===== src/rtl/icu_pkg.sv =====
// ----------------------------------------------------------------------------
// icu_pkg: shared types and constants for the interval cut update block
// Command, status and register codes, the sequencer states, and the
// saturating helper used by the shared adder.
// ----------------------------------------------------------------------------
package icu_pkg;

	localparam int FRAC_BITS_DEF = 16;

	// Command codes carried on the input tuser
	localparam logic [1:0] CMD_DEEP    = 2'd0;
	localparam logic [1:0] CMD_CENTRAL = 2'd1;
	localparam logic [1:0] CMD_RESTART = 2'd2;

	// Status codes carried on the output tuser
	localparam logic [1:0] STAT_OK       = 2'd0;
	localparam logic [1:0] STAT_NOSOLN   = 2'd1;
	localparam logic [1:0] STAT_NOEFFECT = 2'd2;

	// Configuration register indexes
	localparam logic REG_INIT_CENTER = 1'b0;
	localparam logic REG_INIT_RADIUS = 1'b1;

	// Reset values
	localparam logic [31:0] INIT_CENTER_RST = 32'sd0;
	localparam logic [30:0] INIT_RADIUS_RST = 31'd65536;

	localparam logic [31:0] MAX32 = 32'h7FFF_FFFF;
	localparam logic [31:0] MIN32 = 32'h8000_0000;
	localparam logic [30:0] MAX31 = 31'h7FFF_FFFF;
	localparam logic [61:0] TAU_SQ_MAX = 62'h3FFF_FFFF_0000_0001;

	typedef enum logic [3:0] {
		ST_IDLE,
		ST_MUL_RG,
		ST_TAU,
		ST_MUL_TT,
		ST_DIV,
		ST_QUOT,
		ST_BOUND,
		ST_EDGE,
		ST_WIDTH,
		ST_HALF,
		ST_CTR,
		ST_DONE
	} state_t;

	// Strobes from the sequencer to the datapath
	typedef struct packed {
		logic take;      // input request accepted this cycle
		logic out_load;  // load the output register
		logic mul_sq;    // multiplier squares tau instead of radius * |g|
	} ctl_t;

	// Clamp a 34-bit signed sum to the signed 32-bit range
	function automatic logic [31:0] sat32(input logic [33:0] v);
		logic [31:0] r;
		begin
			if (!v[33] && (v[32] || v[31])) begin
				r = MAX32;
			end else if (v[33] && !(v[32] && v[31])) begin
				r = MIN32;
			end else begin
				r = v[31:0];
			end
			return r;
		end
	endfunction

endpackage


===== src/rtl/interval_cut_update_top.sv =====
// ----------------------------------------------------------------------------
// interval_cut_update_top: one-dimensional ellipsoid cut on a search interval
// Holds a center and radius, records tau squared and applies deep cuts,
// central cuts and restarts using one multiplier, one divider step and one
// saturating adder under a small sequencer.
// ----------------------------------------------------------------------------
// Usage
//   Input stream (s_*): s_tuser carries the command, s_tdata the gradient and
//   the offset. A request is taken when s_tvalid and s_tready are both high.
//   Output stream (m_*): one result per request; m_tuser carries the status,
//   m_tdata the center, radius and tau squared after the request.
//   Configuration: cfg_we writes cfg_data to register cfg_index (0 start
//   center, 1 start radius); write only while the block is idle.
// Sequence (N = 32 + FRAC_BITS divider steps, 48 by default)
//   Deep cut: the multiply and window test, then N divider steps; the
//   divider retires one quotient bit per cycle. A deep cut that ends at the
//   window test (no solution, no effect) skips the divider, as does a
//   central cut. A restart or unused command goes straight to the result.
//   s_tready is high only in the idle state, so a new request is taken at
//   the earliest in the cycle after the previous result is loaded.
// Stall: a finished result waits in the output register; the block takes the
//   next request meanwhile and only holds in its last step if that register
//   is still full.
// Reset: center 0, radius 65536, tau squared 0, start registers at the same
//   values; no result is pending.
// ----------------------------------------------------------------------------
module interval_cut_update_top #(
	parameter int FRAC_BITS = icu_pkg::FRAC_BITS_DEF
) (
	input  logic         clk,
	input  logic         arst_n,
	// configuration write port
	input  logic         cfg_we,
	input  logic         cfg_index,
	input  logic [31:0]  cfg_data,
	// input stream
	input  logic         s_tvalid,
	output logic         s_tready,
	input  logic [63:0]  s_tdata,   // [31:0] gradient, [63:32] offset
	input  logic [1:0]   s_tuser,   // [1:0] cmd
	// output stream
	output logic         m_tvalid,
	input  logic         m_tready,
	output logic [127:0] m_tdata,   // [31:0] center, [62:32] radius,
	                                // [124:63] tau_squared, [127:125] zero
	output logic [1:0]   m_tuser    // [1:0] status
);

	import icu_pkg::*;

	localparam int DIVW = 32 + FRAC_BITS;
	localparam int CNTW = $clog2(DIVW);
	localparam logic [CNTW-1:0] CNT_LAST = CNTW'(DIVW - 1);

	state_t state_q, state_d;
	ctl_t   ctl;

	// configuration
	logic [31:0] init_center_q;
	logic [30:0] init_radius_q;

	// architectural state
	logic [31:0] center_q;
	logic [30:0] radius_q;
	logic [61:0] tau_sq_q;

	// request
	logic [1:0]  cmd_q;
	logic [31:0] grad_q;
	logic [31:0] offs_q;
	logic [1:0]  status_q;

	// working registers
	logic [63:0]     prod_q;
	logic [30:0]     tau_q;
	logic [DIVW-1:0] dvd_q;
	logic [31:0]     rem_q;
	logic [CNTW-1:0] cnt_q;
	logic [31:0]     quot_q;
	logic [31:0]     bound_q;
	logic [31:0]     edge_q;

	// output register
	logic         out_valid_q;
	logic [1:0]   out_status_q;
	logic [31:0]  out_center_q;
	logic [30:0]  out_radius_q;
	logic [61:0]  out_tau_sq_q;

	// combinational datapath
	logic [31:0] gmag, bmag;
	logic        gpos, gzero;
	logic [31:0] mul_a, mul_b;
	logic [63:0] mul_p;
	logic [62:0] tau_full;
	logic [30:0] tau_sat;
	logic signed [32:0] beta_x, tau_x, ntau_x;
	logic        too_deep, too_shallow;
	logic [32:0] rem_sh;
	logic [33:0] div_diff;
	logic        div_ge;
	logic        quot_neg;
	logic [DIVW-1:0] quot_mag;
	logic        quot_hi;
	logic [31:0] lo_v, up_v;
	logic [33:0] add_a, add_b, add_res;
	logic        add_sub;
	logic [31:0] add_sat;

	// Operand decode
	assign gmag  = grad_q[31] ? (32'd0 - grad_q) : grad_q;
	assign bmag  = offs_q[31] ? (32'd0 - offs_q) : offs_q;
	assign gzero = (grad_q == 32'd0);
	assign gpos  = !grad_q[31] && !gzero;

	// Shared multiplier: radius * |g|, then tau * tau
	assign mul_a = ctl.mul_sq ? {1'b0, tau_q} : {1'b0, radius_q};
	assign mul_b = ctl.mul_sq ? {1'b0, tau_q} : gmag;
	assign mul_p = mul_a * mul_b;

	// Scale the product and clamp tau
	assign tau_full = prod_q[62:0] >> FRAC_BITS;
	assign tau_sat  = (|tau_full[62:31]) ? MAX31 : tau_full[30:0];

	// Deep cut window test against +-tau
	assign beta_x      = {offs_q[31], offs_q};
	assign tau_x       = {2'b00, tau_q};
	assign ntau_x      = 33'sd0 - tau_x;
	assign too_deep    = beta_x > tau_x;
	assign too_shallow = beta_x < ntau_x;

	// Restoring divider step
	assign rem_sh   = {rem_q, dvd_q[DIVW-1]};
	assign div_diff = {1'b0, rem_sh} - {2'b00, gmag};
	assign div_ge   = !div_diff[33];

	// Sign and clamp the quotient
	assign quot_neg = offs_q[31] ^ grad_q[31];
	assign quot_mag = dvd_q;
	assign quot_hi  = quot_neg ?
		((|quot_mag[DIVW-1:32]) || (quot_mag[31] && (|quot_mag[30:0]))) :
		(|quot_mag[DIVW-1:31]);

	// Ends of the clipped interval
	assign up_v = gpos ? bound_q : edge_q;
	assign lo_v = gpos ? edge_q  : bound_q;

	// Shared saturating adder
	always_comb begin
		add_a   = {{2{center_q[31]}}, center_q};
		add_b   = 34'd0;
		add_sub = 1'b0;
		case (state_q)
			ST_BOUND: begin
				add_b   = {{2{quot_q[31]}}, quot_q};
				add_sub = 1'b1;
			end
			ST_EDGE: begin
				add_b   = {3'b000, radius_q};
				add_sub = gpos;
			end
			ST_WIDTH: begin
				add_a   = {{2{up_v[31]}}, up_v};
				add_b   = {{2{lo_v[31]}}, lo_v};
				add_sub = 1'b1;
			end
			ST_CTR: begin
				if (cmd_q == CMD_DEEP) begin
					add_a   = {{2{lo_v[31]}}, lo_v};
					add_b   = {3'b000, radius_q};
					add_sub = 1'b0;
				end else begin
					add_b   = {3'b000, radius_q};
					add_sub = gpos;
				end
			end
			default: begin
				add_b = 34'd0;
			end
		endcase
	end
	assign add_res = add_sub ? (add_a - add_b) : (add_a + add_b);
	assign add_sat = sat32(add_res);

	// Next state
	always_comb begin
		state_d = state_q;
		case (state_q)
			ST_IDLE: begin
				if (s_tvalid) begin
					if (s_tuser == CMD_DEEP || s_tuser == CMD_CENTRAL) begin
						state_d = ST_MUL_RG;
					end else begin
						state_d = ST_DONE;
					end
				end
			end
			ST_MUL_RG: state_d = ST_TAU;
			ST_TAU:    state_d = ST_MUL_TT;
			ST_MUL_TT: begin
				if (cmd_q == CMD_CENTRAL) begin
					state_d = ST_HALF;
				end else if (too_deep || too_shallow || gzero) begin
					state_d = ST_DONE;
				end else begin
					state_d = ST_DIV;
				end
			end
			ST_DIV: begin
				if (cnt_q == CNT_LAST) begin
					state_d = ST_QUOT;
				end
			end
			ST_QUOT:  state_d = ST_BOUND;
			ST_BOUND: state_d = ST_EDGE;
			ST_EDGE:  state_d = ST_WIDTH;
			ST_WIDTH: state_d = ST_CTR;
			ST_HALF:  state_d = ST_CTR;
			ST_CTR:   state_d = ST_DONE;
			ST_DONE: begin
				if (!out_valid_q || m_tready) begin
					state_d = ST_IDLE;
				end
			end
			default: state_d = ST_IDLE;
		endcase
	end

	// Sequencer outputs
	always_comb begin
		s_tready     = (state_q == ST_IDLE);
		ctl.take     = (state_q == ST_IDLE) && s_tvalid;
		ctl.out_load = (state_q == ST_DONE) && (!out_valid_q || m_tready);
		ctl.mul_sq   = (state_q == ST_MUL_TT);
	end

	always_ff @(posedge clk or negedge arst_n) begin
		if (!arst_n) begin
			state_q <= ST_IDLE;
		end else begin
			state_q <= state_d;
		end
	end

	// Configuration registers
	always_ff @(posedge clk or negedge arst_n) begin
		if (!arst_n) begin
			init_center_q <= INIT_CENTER_RST;
			init_radius_q <= INIT_RADIUS_RST;
		end else if (cfg_we) begin
			case (cfg_index)
				REG_INIT_CENTER: init_center_q <= cfg_data;
				REG_INIT_RADIUS: init_radius_q <= cfg_data[30:0];
				default: init_radius_q <= init_radius_q;
			endcase
		end
	end

	// Interval and tau state
	always_ff @(posedge clk or negedge arst_n) begin
		if (!arst_n) begin
			center_q <= INIT_CENTER_RST;
			radius_q <= INIT_RADIUS_RST;
			tau_sq_q <= 62'd0;
		end else begin
			if (ctl.take && s_tuser == CMD_RESTART) begin
				center_q <= init_center_q;
				radius_q <= init_radius_q;
			end
			if (state_q == ST_MUL_TT) begin
				tau_sq_q <= mul_p[61:0];
			end
			if (state_q == ST_HALF) begin
				radius_q <= radius_q >> 1;
			end
			// take the clipped width, clamp negative to zero, halve it
			if (state_q == ST_WIDTH) begin
				radius_q <= add_res[33] ? 31'd0 : add_res[31:1];
			end
			if (state_q == ST_CTR) begin
				center_q <= add_sat;
			end
		end
	end

	// Request capture and status
	always_ff @(posedge clk or negedge arst_n) begin
		if (!arst_n) begin
			cmd_q    <= CMD_DEEP;
			status_q <= STAT_OK;
		end else begin
			if (ctl.take) begin
				cmd_q <= s_tuser;
				if (s_tuser == CMD_DEEP || s_tuser == CMD_CENTRAL ||
				    s_tuser == CMD_RESTART) begin
					status_q <= STAT_OK;
				end else begin
					status_q <= STAT_NOEFFECT;
				end
			end
			if (state_q == ST_MUL_TT && cmd_q == CMD_DEEP) begin
				if (too_deep) begin
					status_q <= STAT_NOSOLN;
				end else if (too_shallow || gzero) begin
					status_q <= STAT_NOEFFECT;
				end
			end
		end
	end

	// Payload and working registers
	always_ff @(posedge clk) begin
		if (ctl.take) begin
			grad_q <= s_tdata[31:0];
			offs_q <= s_tdata[63:32];
		end
		if (state_q == ST_MUL_RG) begin
			prod_q <= mul_p;
		end
		if (state_q == ST_TAU) begin
			tau_q <= tau_sat;
		end
		// load |offset| scaled by 2^F into the divider
		if (state_q == ST_MUL_TT) begin
			dvd_q <= {bmag, {FRAC_BITS{1'b0}}};
			rem_q <= 32'd0;
			cnt_q <= '0;
		end
		// advance one quotient bit
		if (state_q == ST_DIV) begin
			rem_q <= div_ge ? div_diff[31:0] : rem_sh[31:0];
			dvd_q <= {dvd_q[DIVW-2:0], div_ge};
			cnt_q <= cnt_q + 1'b1;
		end
		if (state_q == ST_QUOT) begin
			if (quot_hi) begin
				quot_q <= quot_neg ? MIN32 : MAX32;
			end else if (quot_neg) begin
				quot_q <= 32'd0 - quot_mag[31:0];
			end else begin
				quot_q <= quot_mag[31:0];
			end
		end
		if (state_q == ST_BOUND) begin
			bound_q <= add_sat;
		end
		if (state_q == ST_EDGE) begin
			edge_q <= add_sat;
		end
	end

	// Output register
	always_ff @(posedge clk or negedge arst_n) begin
		if (!arst_n) begin
			out_valid_q <= 1'b0;
		end else if (ctl.out_load) begin
			out_valid_q <= 1'b1;
		end else if (m_tready) begin
			out_valid_q <= 1'b0;
		end
	end

	always_ff @(posedge clk) begin
		if (ctl.out_load) begin
			out_status_q <= status_q;
			out_center_q <= center_q;
			out_radius_q <= radius_q;
			out_tau_sq_q <= tau_sq_q;
		end
	end

	assign m_tvalid = out_valid_q;
	assign m_tuser  = out_status_q;
	assign m_tdata  = {3'b000, out_tau_sq_q, out_radius_q, out_center_q};

	// Checks
	a_busy_after_take: assert property (@(posedge clk) disable iff (!arst_n)
		ctl.take |=> state_q != ST_IDLE)
		else $error("sequencer stayed idle after taking a request");

	a_restart_loads: assert property (@(posedge clk) disable iff (!arst_n)
		(ctl.take && s_tuser == CMD_RESTART) |=>
		(center_q == $past(init_center_q) && radius_q == $past(init_radius_q)))
		else $error("restart did not load the start interval");

	a_div_count: assert property (@(posedge clk) disable iff (!arst_n)
		(state_q == ST_DIV) |-> (cnt_q <= CNT_LAST))
		else $error("divider step count out of range");

	a_tau_sq_max: assert property (@(posedge clk) disable iff (!arst_n)
		tau_sq_q <= TAU_SQ_MAX)
		else $error("tau squared exceeds the square of the clamped tau");

endmodule

===== config.mk =====
export PLATFORM = sky130hd
export DESIGN_NAME = interval_cut_update_top
export DESIGN_NICKNAME = d
export VERILOG_FILES = /design/src/rtl/icu_pkg.sv /design/src/rtl/interval_cut_update_top.sv
export SDC_FILE = /design/constraint.sdc
export NUM_CORES = 2
export LEC_CHECK = 0
export BUFFER_PORTS_ARGS = -buffer_cell sky130_fd_sc_hd__buf_2
export CAP_MARGIN = 20
export CORE_MARGIN = 4
export CORE_UTILIZATION = 30
export CTS_CLUSTER_SIZE = 16
export DETAILED_ROUTE_END_ITERATION = 12
export MAX_ROUTING_LAYER = met4
export PLACE_DENSITY = 0.41
export SLEW_MARGIN = 40
export SYNTH_ARGS = -nofsm -noshare
export SYNTH_HDL_FRONTEND = slang
export SYNTH_SLANG_ARGS = --single-unit

===== constraint.sdc =====
create_clock -name clk -period 20.6 [get_ports clk]
set_clock_uncertainty 0.1 [all_clocks]
set_input_delay 4.12 -clock clk [delete_from_list [all_inputs] [get_ports clk]]
set_output_delay 4.12 -clock clk [all_outputs]
set_load 0.01 [all_outputs]

# Yosys cells after proc, flatten, opt, wreduce, memory -nomap -nowiden
# Index checks and enable logic that the tools add are counted.
# totals
regBits,664
inputBits,104
output_inout_bits,132
elab_cells,140
# op_classes
add_sub_neg,8
n_mul,1
n_lt_le_gt_ge,2
eq_ne,18
mux,45
n_bitwise,2
reduce_logical,41
# op_table
cell,count
two-way mux 32 bit,15
two-way mux 31 bit,5
case mux 34 bit (3 select lines),1
two-way mux 48 bit,2
"subtractor 1 x 32 -> 32 bit, first input constant",3
two-way mux 34 bit,2
case mux 34 bit (2 select lines),1
multiplier 31 x 32 -> 63 bit,1
case mux 4 bit (11 select lines),1
adder 34 bit,1
subtractor 33 x 32 -> 34 bit,1
subtractor 34 bit,1
greater-than comparator 32 bit,1
zero test 32 bit,1
< comparator 32 bit,1
OR reduction 16 bit,2
"subtractor 1 x 31 -> 32 bit, first input constant",1
OR reduction 31 bit,1
two-way mux 4 bit,6
OR reduction 17 bit,1
"== test 4 x 3 -> 1 bit, second input constant",4
"== test 4 bit, second input constant",4
two-way mux 6 bit,2
two-way mux 2 bit,5
other kinds (21),54

# Logic depth before layout (Yosys ltp)
# logic_depth
ltp_word,14
mapped_depth,40
ltp_nobuf,38

# Worst setup path after synthesis
# OpenSTA, ideal clock, no wires.
# synth_path
path_type,in2reg
startpoint,in m_tready
endpoint,"reg out_status_q[0], in the netlist m_tuser[0], enable pin"
setup_time_ns,0.795
arrival_ns,13.367
t_required_ns,19.705
setup_slack_ns,6.338
stages,2
path_buffers,0
cell_sequence,nand2b_1 > nor3b_1
# synth_rtl
element,line_no,source
from (decl),interval_cut_update_top.sv:43,"input logic m_tready,"
to (signal assigned),interval_cut_update_top.sv:365,out_status_q <= status_q;
to (decl),interval_cut_update_top.sv:85,logic [1:0] out_status_q;

# Worst setup path after layout
# layout_path
startpoint,reg grad_q[4]
endpoint,reg tau_sq_q[60]
# layout_via
elab_chain_cells,4
# layout_rtl
element,line_no,source
from (decl),interval_cut_update_top.sv:69,logic [31:0] grad_q;
from (signal assigned),interval_cut_update_top.sv:314,grad_q <= s_tdata[31:0];
subtractor 1 x 32 -> 32 bit,interval_cut_update_top.sv:111,assign gmag = grad_q[31] ? (32'd0 - grad_q) : grad_q;
two-way mux 32 bit (*),interval_cut_update_top.sv:111,
two-way mux 32 bit (*),interval_cut_update_top.sv:118,"assign mul_b = ctl.mul_sq ? {1'b0, tau_q} : gmag;"
multiplier 31 x 32 -> 63 bit (*),interval_cut_update_top.sv:119,assign mul_p = mul_a * mul_b;
named net mul_p[60],interval_cut_update_top.sv:94,logic [63:0] mul_p;
to (signal assigned),interval_cut_update_top.sv:271,tau_sq_q <= mul_p[61:0];
to (decl),interval_cut_update_top.sv:65,logic [61:0] tau_sq_q;
# Mark *: on every way through the listed nets, which the timed path passes. The rest lies on a longest branch.
# A chain may end at the register's enable or synchronous reset.

==> impl_results.md <==
* Multi-input gate area at 41900 um^2
* Worst reg2reg setup slack at 9130 ps
* Pre-CTS WS at roughly 9300 ps
* Core Region at between 200000 and 250000 um^2
* # hold bufs at CTS at 0
* GRT Total Usage at 0.241
* Drt pass-1 iters at 6
* Total gr overflow at 0
* Mapped Area at 64600 um^2
* Num rows at 170
* Slew Limit Fails at 0
* Most frequent cell after synthesis: inv_1
* Via count at 50200
* Final net count at 8143
* CP startpoint kind: register
* Hold WC Path Type: reg2reg
* Top post-synthesis cells by area: fa_1 27%, edfxtp_1 21%, dfrtp_1 7.6%
* WL final at 262000 um
* # port buffers at 232
* Share of post-route cells with drive strength above 1 at 0.114
* R2R Path End: tau_sq_q[60]
* Worst R2R Start: grad_q[4]
* Fmax at 0.0872 GHz
* Die outline height at roughly 470 um
* CTS tree: built
* Initial core utilization at 0.301
* DIE WIDTH at between 400 and 500 um
* MaxCap Viol Count at 0
* CTS Sinks at 648
* Post-synthesis cell count at between 6000 and 7000
* WS Path Type: reg2reg
* Worst-case clock buffer depth at 3
* CTS root buffer: clkbuf_16
* Synth Flop Type: edfxtp_1
* Worst setup margin at 9130 ps
* PostCTS Resize Cnt at 0
* Final setup fails at 0
* Worst-path fanout max at 18
* Avg Vias per Cell at 5.18
* Area Growth Syn to Fin at 12.8%
* Fin Setup TNS at 0 ps
* Crit-path most repeated cell: fa_1
* Worst Path Arrival at 11990 ps
* Slew @ Worst Pin at ~960 ps
* Hpwl dp at 206000 um
* Critical-path cell with the highest stage delay: o21ai_0
* Synth area leader: fa_1
* Number of buffers added for setup after CTS at 0
* First-pass GRT wire length at roughly 380000 um
* Async SR Flop Fraction at 0.304
* Critical path required time at between 20000 and 25000 ps
* Hold Path Stages at 0
* Status: complete, no violations
* CTS H-Tree Depth at 3
* Remaining DRCs at 0
* Clock latency on the worst-skew pair at 760 ps
* Max-slew headroom at 0.357
* Antenna violations before repair at 12
* Drt first-iter violations at about 4700
* DRT antenna net count at 0
* Post-synth EDFFs at 451
* Synth top cells by count: 922 x inv_1, 868 x fa_1, 866 x nand2_1
* Hold path endpoint: out_tau_sq_q[18]
* Syn Area/Cell at 9.79 um^2
* Die footprint at 223000 um^2
* CTS buffer count at 82
* Register Area at 18500 um^2
* RSZ-0062 raised after global routing: false
* Share of the synthesized area in the top cell type at 0.269
* Clock slew at reported path FFs at 70 ps
* Unique cell type count in the Yosys netlist at a little under 90
* Yosys warning count at 0
* Filler cell count at around 22000
* Period utilization at 0.557
* Worst Setup End Kind: register
* WL/cell at ~27 um
* Final min period at 11470 ps
* Final RePlAce weighted congestion at 0.924
* Reg2reg path depth at 33
* Final Hold Fails at 0
* Top delay family on crit path: adder cells
* Slowest Stage Delay on Critical Path at about 780 ps
* Largest net degree at the start of global routing at 114
* Flops & latches, synth at approximately 650
* Hold WS at about 300 ps
* Vias in the first global route at between 50000 and 60000
* Buf+Inv Stages, Crit Path at 5
* Sequential area share after synthesis at 0.286
* Final Util at 0.340
* Start point of the worst hold path: tau_sq_q[18]
* IO Count at 236
==> kinds of logic (layout without fill, tap and decap cells) <==
group / Yosys count / after routing / share of synthesized area
other cells: 1 / 10 / 0.0000581
simple gates: 2013 / 2013 / 0.134
flops: 648 / 648 / 0.286
buf+inv: 1243 / 1495 / 0.0729
compound gates: 1054 / 1054 / 0.107
fa+ha+maj: 1257 / 1257 / 0.345
mux: 138 / 138 / 0.0232
xor+xnor: 241 / 241 / 0.0328
==> stage by stage <==
step / cell area [um^2] / std cells
finish: 72800 / 9694
global route: 72800 / 9691
CTS: 72700 / 9685
detailed placement: 70000 / 9534
global placement: 69800 / 9531
floorplan: 64600 / 6597
==> routing by layer <==
metal  global-route usage  vias to the layer above  routed length, um
met5                    -                        -                  0
met4               0.0824                        0              11100
li1                     -                    22100                  -
met3               0.0351                      406              15000
met1                0.308                    26000             110000
met2                0.391                     1720             125000
==> area by class of cell <==
type	count	share of cell area
flip-flops and latches	648	0.254
clock buffers	105	0.0305
multi-input cells	4706	0.575
clock inverters	46	0.00763
diodes	7	0.000241
repair buffers	419	0.0364
inverters	925	0.0477
well taps	2838	0.0488
==> registers in the layout (all words and copies together) (netlist names), 32 cells and up <==
signal         cells
bound_q           32
center_q          32
dvd_q             48
edge_q            32
grad_q            32
init_center_q     32
offs_q            32
out_center_q      32
out_tau_sq_q      62
prod_q            47
quot_q            32
rem_q             32
tau_sq_q          62
==> how the worst max path moves through the flow <==
stage,from,endpoint,cells after the start
finish,grad_q[4],tau_sq_q[60],33
CTS,grad_q[4],tau_sq_q[56],33
detailed placement,grad_q[4],tau_sq_q[56],33
global placement,grad_q[0],tau_sq_q[60],35
floorplan,m_tready,m_tuser[0],2
global route,grad_q[4],tau_sq_q[60],33
==> layout by cell type (no fill, tap or decap), types with 103 or more instances in the layout <==
| master | instances |
|---|---|
| o21ai_0 | 212 |
| fa_1 | 868 |
| ha_1 | 389 |
| xnor2_1 | 119 |
| dfrtp_1 | 195 |
| edfxtp_1 | 451 |
| xor2_1 | 118 |
| nor2_1 | 698 |
| buf_2 | 231 |
| a21oi_1 | 222 |
| buf_4 | 177 |
| a21o_1 | 103 |
| nand2_1 | 861 |
| inv_1 | 921 |
Power is not shown: default switching activity piles up to over one toggle a cycle in this logic, so the estimate is an artifact.
